**config.mk**
```make
export PLATFORM = sky130hd
export DESIGN_NAME = ilie_ctrl
export DESIGN_NICKNAME = d
export VERILOG_FILES = /design/src/sv/ilie_pkg.sv /design/src/sv/ilie_ctrl.sv
export SDC_FILE = /design/constraint.sdc
export NUM_CORES = 1
export LEC_CHECK = 0
export ABC_CLOCK_PERIOD_IN_PS = 1520
export BUFFER_PORTS_ARGS = -buffer_cell sky130_fd_sc_hd__buf_4
export CAP_MARGIN = 20
export CORE_AREA = 3 3 40 42
export DETAILED_ROUTE_END_ITERATION = 7
export DIE_AREA = 0 0 43 45
export GPL_ROUTABILITY_DRIVEN = 1
export PLACE_DENSITY_LB_ADDON = 0.12
export SLEW_MARGIN = 40
export SYNTH_ARGS = -nofsm -noshare
export SYNTH_HDL_FRONTEND = slang
export SYNTH_SLANG_ARGS = --single-unit
```
**constraint.sdc**
```tcl
create_clock -name clk -period 1.52 [get_ports clk]
set_input_delay 0.152 -clock clk [delete_from_list [all_inputs] [get_ports clk]]
set_output_delay 0.152 -clock clk [all_outputs]
set_load 0.05 [all_outputs]
```
**src/sv/ilie_pkg.sv**
```systemverilog
package ilie_pkg;

    localparam int CAPACITY      = 256;
    localparam int DATA_WIDTH    = 32;

    localparam int CMD_W         = 3;
    localparam int INDEX_W       = 8;
    localparam int VALUE_W       = 32;
    localparam int STATUS_W      = 2;
    localparam int COUNT_FIELD_W = 9;

    localparam int ADDR_W  = $clog2(CAPACITY);
    localparam int COUNT_W = $clog2(CAPACITY + 1);
    localparam int CMP_W   = (COUNT_W > COUNT_FIELD_W) ? COUNT_W : COUNT_FIELD_W;

    typedef enum logic [CMD_W-1:0] {
        CMD_READ    = 3'd0,
        CMD_APPEND  = 3'd1,
        CMD_INSERT  = 3'd2,
        CMD_ERASE   = 3'd3,
        CMD_REPLACE = 3'd4
    } cmd_t;

    typedef enum logic [STATUS_W-1:0] {
        ST_OK    = 2'd0,
        ST_RANGE = 2'd1,
        ST_FULL  = 2'd2
    } status_t;

    typedef enum logic [2:0] {
        S_IDLE,
        S_DECODE,
        S_SHIFT_RD,
        S_SHIFT_WR,
        S_RD_WAIT,
        S_FINISH
    } state_t;

    typedef enum logic [2:0] {
        PTR_HOLD,
        PTR_LOAD_COUNT,
        PTR_LOAD_INDEX,
        PTR_INC,
        PTR_DEC
    } ptr_op_t;

    typedef enum logic [1:0] {
        CNT_HOLD,
        CNT_INC,
        CNT_DEC
    } cnt_op_t;

    typedef enum logic [1:0] {
        WA_PTR,
        WA_COUNT,
        WA_INDEX
    } waddr_sel_t;

    typedef enum logic [1:0] {
        RA_INDEX,
        RA_PTR_DOWN,
        RA_PTR_UP
    } raddr_sel_t;

    typedef enum logic {
        WD_VALUE,
        WD_RDATA
    } wdata_sel_t;

    typedef struct packed {
        logic       load_item;
        ptr_op_t    ptr_op;
        cnt_op_t    cnt_op;
        logic       ram_we;
        waddr_sel_t waddr_sel;
        wdata_sel_t wdata_sel;
        raddr_sel_t raddr_sel;
        logic       status_load;
        status_t    status_code;
        logic       capture_read;
        logic       out_load;
    } dp_ctrl_t;

    typedef struct packed {
        logic [CMD_W-1:0] cmd;
        logic             idx_lt_count;
        logic             idx_le_count;
        logic             list_full;
        logic             ptr_at_index;
        logic             ptr_at_last;
    } dp_stat_t;

    // Fit the 32-bit value field to the stored word width.
    function automatic logic [DATA_WIDTH-1:0] to_store(input logic [VALUE_W-1:0] v);
        logic [63:0] w;
        w = 64'(v);
        return w[DATA_WIDTH-1:0];
    endfunction

    // Fit a stored word back to the 32-bit result field.
    function automatic logic [VALUE_W-1:0] to_field(input logic [DATA_WIDTH-1:0] d);
        logic [63:0] w;
        w = 64'(d);
        return w[VALUE_W-1:0];
    endfunction

endpackage

```
**src/sv/ilie_ctrl.sv**
```systemverilog
module ilie_ctrl (
    input  logic               clk,
    input  logic               rst_n,
    input  logic               in_valid,
    output logic               in_stall,
    output logic               out_valid,
    input  logic               out_stall,
    input  ilie_pkg::dp_stat_t stat,
    output ilie_pkg::dp_ctrl_t ctrl
);
    import ilie_pkg::*;

    state_t state_reg, state_next;
    logic   out_valid_reg, out_valid_next;

    always_ff @(posedge clk or negedge rst_n)
    begin
        if (!rst_n)
        begin
            state_reg     <= S_IDLE;
            out_valid_reg <= 1'b0;
        end
        else
        begin
            state_reg     <= state_next;
            out_valid_reg <= out_valid_next;
        end
    end

    always_comb
    begin
        ctrl       = '0;
        state_next = state_reg;

        unique case (state_reg)
            S_IDLE:
            begin
                if (in_valid)
                begin
                    ctrl.load_item = 1'b1;
                    state_next     = S_DECODE;
                end
            end

            S_DECODE:
            begin
                ctrl.status_load = 1'b1;
                ctrl.status_code = ST_OK;
                state_next       = S_FINISH;
                case (stat.cmd)
                    CMD_READ:
                    begin
                        if (stat.idx_lt_count)
                        begin
                            ctrl.raddr_sel = RA_INDEX;
                            state_next     = S_RD_WAIT;
                        end
                        else
                        begin
                            ctrl.status_code = ST_RANGE;
                        end
                    end
                    CMD_APPEND:
                    begin
                        if (stat.list_full)
                        begin
                            ctrl.status_code = ST_FULL;
                        end
                        else
                        begin
                            ctrl.ram_we    = 1'b1;
                            ctrl.waddr_sel = WA_COUNT;
                            ctrl.wdata_sel = WD_VALUE;
                            ctrl.cnt_op    = CNT_INC;
                        end
                    end
                    CMD_INSERT:
                    begin
                        if (!stat.idx_le_count)
                        begin
                            ctrl.status_code = ST_RANGE;
                        end
                        else if (stat.list_full)
                        begin
                            ctrl.status_code = ST_FULL;
                        end
                        else
                        begin
                            ctrl.ptr_op = PTR_LOAD_COUNT;
                            state_next  = S_SHIFT_RD;
                        end
                    end
                    CMD_ERASE:
                    begin
                        if (stat.idx_lt_count)
                        begin
                            ctrl.ptr_op = PTR_LOAD_INDEX;
                            state_next  = S_SHIFT_RD;
                        end
                        else
                        begin
                            ctrl.status_code = ST_RANGE;
                        end
                    end
                    CMD_REPLACE:
                    begin
                        if (stat.idx_lt_count)
                        begin
                            ctrl.ram_we    = 1'b1;
                            ctrl.waddr_sel = WA_INDEX;
                            ctrl.wdata_sel = WD_VALUE;
                        end
                        else
                        begin
                            ctrl.status_code = ST_RANGE;
                        end
                    end
                    default:
                    begin
                        ctrl.status_code = ST_OK;
                    end
                endcase
            end

            S_SHIFT_RD:
            begin
                if (stat.cmd == CMD_INSERT)
                begin
                    if (stat.ptr_at_index)
                    begin
                        ctrl.ram_we    = 1'b1;
                        ctrl.waddr_sel = WA_PTR;
                        ctrl.wdata_sel = WD_VALUE;
                        ctrl.cnt_op    = CNT_INC;
                        state_next     = S_FINISH;
                    end
                    else
                    begin
                        ctrl.raddr_sel = RA_PTR_DOWN;
                        state_next     = S_SHIFT_WR;
                    end
                end
                else
                begin
                    if (stat.ptr_at_last)
                    begin
                        ctrl.cnt_op = CNT_DEC;
                        state_next  = S_FINISH;
                    end
                    else
                    begin
                        ctrl.raddr_sel = RA_PTR_UP;
                        state_next     = S_SHIFT_WR;
                    end
                end
            end

            S_SHIFT_WR:
            begin
                ctrl.ram_we    = 1'b1;
                ctrl.waddr_sel = WA_PTR;
                ctrl.wdata_sel = WD_RDATA;
                ctrl.ptr_op    = (stat.cmd == CMD_INSERT) ? PTR_DEC : PTR_INC;
                state_next     = S_SHIFT_RD;
            end

            S_RD_WAIT:
            begin
                ctrl.capture_read = 1'b1;
                state_next        = S_FINISH;
            end

            S_FINISH:
            begin
                if (!out_valid_reg || !out_stall)
                begin
                    ctrl.out_load = 1'b1;
                    state_next    = S_IDLE;
                end
            end

            default:
            begin
                state_next = S_IDLE;
            end
        endcase

        if (ctrl.out_load)
        begin
            out_valid_next = 1'b1;
        end
        else
        begin
            out_valid_next = out_valid_reg && out_stall;
        end
    end

    assign in_stall  = (state_reg != S_IDLE);
    assign out_valid = out_valid_reg;

endmodule

```
* Word-level counts from Yosys, hierarchy flattened
Index checks and enable logic that the tools add are counted.
** Storage, ports and cells
- Register bits after elaboration :: 4
- Input bits :: 12
- Output and inout bits :: 19
** Operators by class
- Equal/unequal tests :: 11
- Muxes and demuxes :: 42
- Reduce and logical (&&, ||, !) cells :: 9
** Operators with widths (number)
- $mux 3 :: 10
- $pmux 3 s6 :: 1
- $mux 2 :: 8
- $eq 3x2->1 const B :: 4
- $mux 1 :: 12
- $pmux 4 s3 :: 1
- $mux 5 :: 2
- $eq 3x3->1 const B :: 3
- $pmux 3 s3 :: 1
- $mux 4 :: 2
- $pmux 2 s2 :: 2
- $pmux 4 s2 :: 1
- $eq 3x1->1 const B :: 2
- $logic_not 3->1 :: 2
- $pmux 2 s3 :: 1
- $pmux 3 s2 :: 1
- $ne 2x2->1 const B :: 2
- $reduce_bool 3->1 :: 1
- $reduce_or 3->1 :: 1
- $logic_not 1->1 :: 2
- $reduce_and 2->1 :: 1
- $logic_and 1x1->1 :: 1
- $logic_or 1x1->1 :: 1

* Logic depth before layout (Yosys ltp)
- Word-level depth :: 5
- Mapped depth :: 6

* Least setup slack after synthesis
OpenSTA, ideal clock, no wires.
- Path type :: reg-to-output
- Start :: reg state_reg[2]
- End :: out ctrl[3] (netlist name)
- Arrival :: 2.365 ns
- Slack :: -0.997 ns
- Stages on the path, launching flop included :: 5
- Path through :: dfrtp_1 > clkbuf_1 > nor2_1 > nand2_1 > nor4b_1
** RTL lines
- start: declaration :: RTL line ilie_ctrl.sv:13 : state_t state_reg, state_next;
- start signal: assignment :: RTL line ilie_ctrl.sv:25 : state_reg <= state_next;
- end: declaration :: RTL line ilie_ctrl.sv:9 : output ilie_pkg::dp_ctrl_t ctrl

==> metrics.txt <==
Synth warnings 0; area inside the core boundary 0.001285 mm²; max-cap viol count 0; Critical Setup Path Class in2out; end of the worst register-to-register path state_reg[2]$_DFFE_PN0P_; failing checks setup timing; number of buffer cells added on primary ports 30; aggregate routed wire length around 2.0 mm; Power Dens Cells 1674 mW/mm²; length of the first detailed-routing pass in iterations 4; slew of the pin with the lowest slew margin 0.4751 ns; final-layout worst hold slack 0.2303 ns; total grt overflow 0; Post-Place Cell Area ~900 µm²; antenna violations before repair 0; Finish-stage setup viols 10; async set-or-reset flop fraction in the synthesized netlist 100.0%; number of buffers and inverters on the critical path 2; startpoint of the most critical register-to-register path state_reg[1]$_DFFE_PN0P_; area of all sequential standard cells 103.9 µm²; starting density of the core between 30% and 40%; synthesized area per cell a little under 7 µm²; hold violation count in the final report 0; hold path endpoint out_valid$_DFF_PN0_; post-synthesis sequential area ratio 19.66%; dpl hpwl around 1.4 mm; number of clock sinks 4; R2R Setup Slk 0.05 ns; Critical Path Slowest Stage Cell or4b_4; Initial DRC Count 22; net count after synthesis 86; CTS tree done; Yosys reg bits 4; CTS clk-pin slew, worst paths around 0.04 ns; most numerous cell on the critical path buf_6; final critical-path share of the clock period 109.6%; number of buffers between clock root and the deepest sink 2; max FFs per register 3; crit-path max cell delay around 0.56 ns; data arrival time of the worst path between 1.5 and 2 ns; Die Outline Area between 0.0015 and 0.002 mm²; overall power consumption approximately 1.9 mW; post-layout net count between 100 and 150; Cell Chain, Critical Path buf_6 -> or3b_4 -> or4b_4 -> a21oi_4 -> buf_6; All-Layer GR Usage between 10% and 20%; post-route standard cell area excluding fillers about 0.0011 mm²; # rows 13; post-route core utilization a little under 90%; Post-Synthesis Cell Area between 500 and 600 µm²; Mapped Cells 74; layout cells sized above 1 67.77%; Post-Place Setup Slack -0.1689 ns; Final Worst Setup Slack -0.1457 ns; number of clock buffers inserted by TritonCTS 3; area of combinational cells with multiple inputs 516.7 µm²; clk_lat worst skew ~0.23 ns; Antenna Violating Nets Remaining 0; master cell of the clock root buffer clkbuf_4; Final Max Tran Viols 0; highest achievable clock rate 600.4 MHz; Filler Cells Inserted between 60 and 70; critical path startpoint category input port; DRC violations left 0; worst voltage drop across the vdd grid 1.372 mV; Die Height 45 µm; Worst Clk Skew about 0.0073 ns; path class of the lowest-slack min-delay path in2reg; H-tree lvl count 1; R2R cell count 5; launch instance of the worst min-delay path out_stall; number of enable-type register cells in the synthesized netlist 0; total number of vias between 700 and 800; worst slew margin relative to its limit about two thirds; number of cells on the worst hold path 3; setup repair after global routing missed its margin true; routed wirelength normalized by instance count between 15 and 20 µm; Lkg Pwr roughly 0.50 nW; Avg Vias per Cell between 5 and 6; area growth from synthesis to layout 121.6%; vias in the first global route 672; crit path capture type primary output; horizontal extent of the die roughly 43 µm; I/O pin total 31; Post-synth top flop dfrtp_1; highest fanout seen on the critical path 2; status finished, violations left; endpoint required time on the critical path about 1.4 ns; CP delay by family, top simple AND/OR/NAND/NOR gates; wire length of the first global-routing pass 2.877 mm; Routability Congestion 0.7916; antenna diode count 0; maximum number of pins on one net before global-route repair 11; count of distinct cell types in the synthesized netlist 35; minimum clock period after layout between 1.5 and 2 ns
synthesized netlist by cell type, types with 2 or more instances:
| cell type | number | share of area, % |
|---|---|---|
| nand2_1 | 10 | 7.4 |
| nor2_1 | 10 | 7.4 |
| a21oi_1 | 5 | 4.9 |
| clkbuf_1 | 4 | 2.9 |
| dfrtp_1 | 4 | 20 |
| nand2b_1 | 4 | 4.9 |
| nor3_1 | 3 | 2.9 |
| a21o_1 | 2 | 2.9 |
| a31oi_1 | 2 | 2.5 |
| and3_1 | 2 | 2.5 |
| inv_1 | 2 | 1.5 |
| nor2b_1 | 2 | 2.5 |
| nor3b_1 | 2 | 2.9 |
cell families after synthesis:
logic type | after synthesis | share of synthesized area (%)
buffers and inverters | 9 | 7.615
AND/OR/NAND/NOR | 44 | 49.14
flip-flops | 4 | 19.66
multiplexers | 1 | 1.966
AO/OA/AOI/OAI | 16 | 21.62
metal layers:
metal | wire [µm] | vias to the layer above | global-route usage (%) | part of all wire (%)
met1 | 828 | 366 | 26.39 | 40
met2 | 1021 | 46 | 32.04 | 50
met3 | 183 | 3 | 1.594 | 8.9
li1 | - | 358 | - | -
met5 | 0 | - | 0 | 0
met4 | 14 | 0 | 4.819 | 0.68
worst min-delay path, cell delays in order:
cell     delay, ns
buf_4         0.10
nand2_1       0.09
nand2_1       0.09
report_power, final:
part	leakage, nW	internal, mW	switching, mW	total, mW
logic	0.436	0.638	0.866	1.50
registers	0.0452	0.164	0.0932	0.257
clock network	0.0138	0.0882	0.0409	0.129
stage by stage:
step / instances / setup TNS [ns]
final: 136 / -0.6218
after CTS: 129 / -0.5973
after global placement: 123 / -0.2140
after floorplan: 74 / -1.045
after global routing: 136 / -1.177
after detailed placement: 123 / -0.1982
final cells by class:
type	count	area share, %
Timing Repair Buffer	50	39.91
Clock buffer	3	1.996
Sequential cell	4	9.202
Multi-Input combinational cell	61	45.79
Inverter	3	1.441
Tap cell	15	1.663
what timing repair did:
action                                 4_1_cts  5_1_grt
buffers inserted                             2        7
setup endpoints to repair                   13       16
pin swaps                                    6       10
gates resized for setup                     19       18
hold buffers                                 1        0
endpoints found under the hold margin        4        0
cloned                                       0        0
worst max path at each step:
stage / endpoint / depth (start not counted) / startpoint
global route: ctrl[13] / 5 / stat[5]
detailed placement: ctrl[13] / 5 / stat[7]
floorplan: ctrl[3] / 4 / state_reg[2]$_DFFE_PN0P_
global placement: ctrl[13] / 5 / stat[7]
finish: ctrl[13] / 5 / stat[5]
CTS: ctrl[13] / 3 / state_reg[1]$_DFFE_PN0P_
cell usage in the layout (no fill, tap or decap), types with 2 or more instances in the layout:
| master | count |
|---|---|
| clkbuf_4 | 3 |
| nand2b_1 | 3 |
| nor2_4 | 2 |
| a31oi_1 | 2 |
| nor2_2 | 5 |
| buf_4 | 32 |
| inv_1 | 2 |
| buf_8 | 4 |
| nor2_1 | 3 |
| dfrtp_2 | 3 |
| a21oi_1 | 3 |
| nand2_1 | 8 |
| buf_6 | 12 |
| a21o_1 | 2 |
| nand2_2 | 2 |
Note: power is estimated with default switching activity, not from simulation.
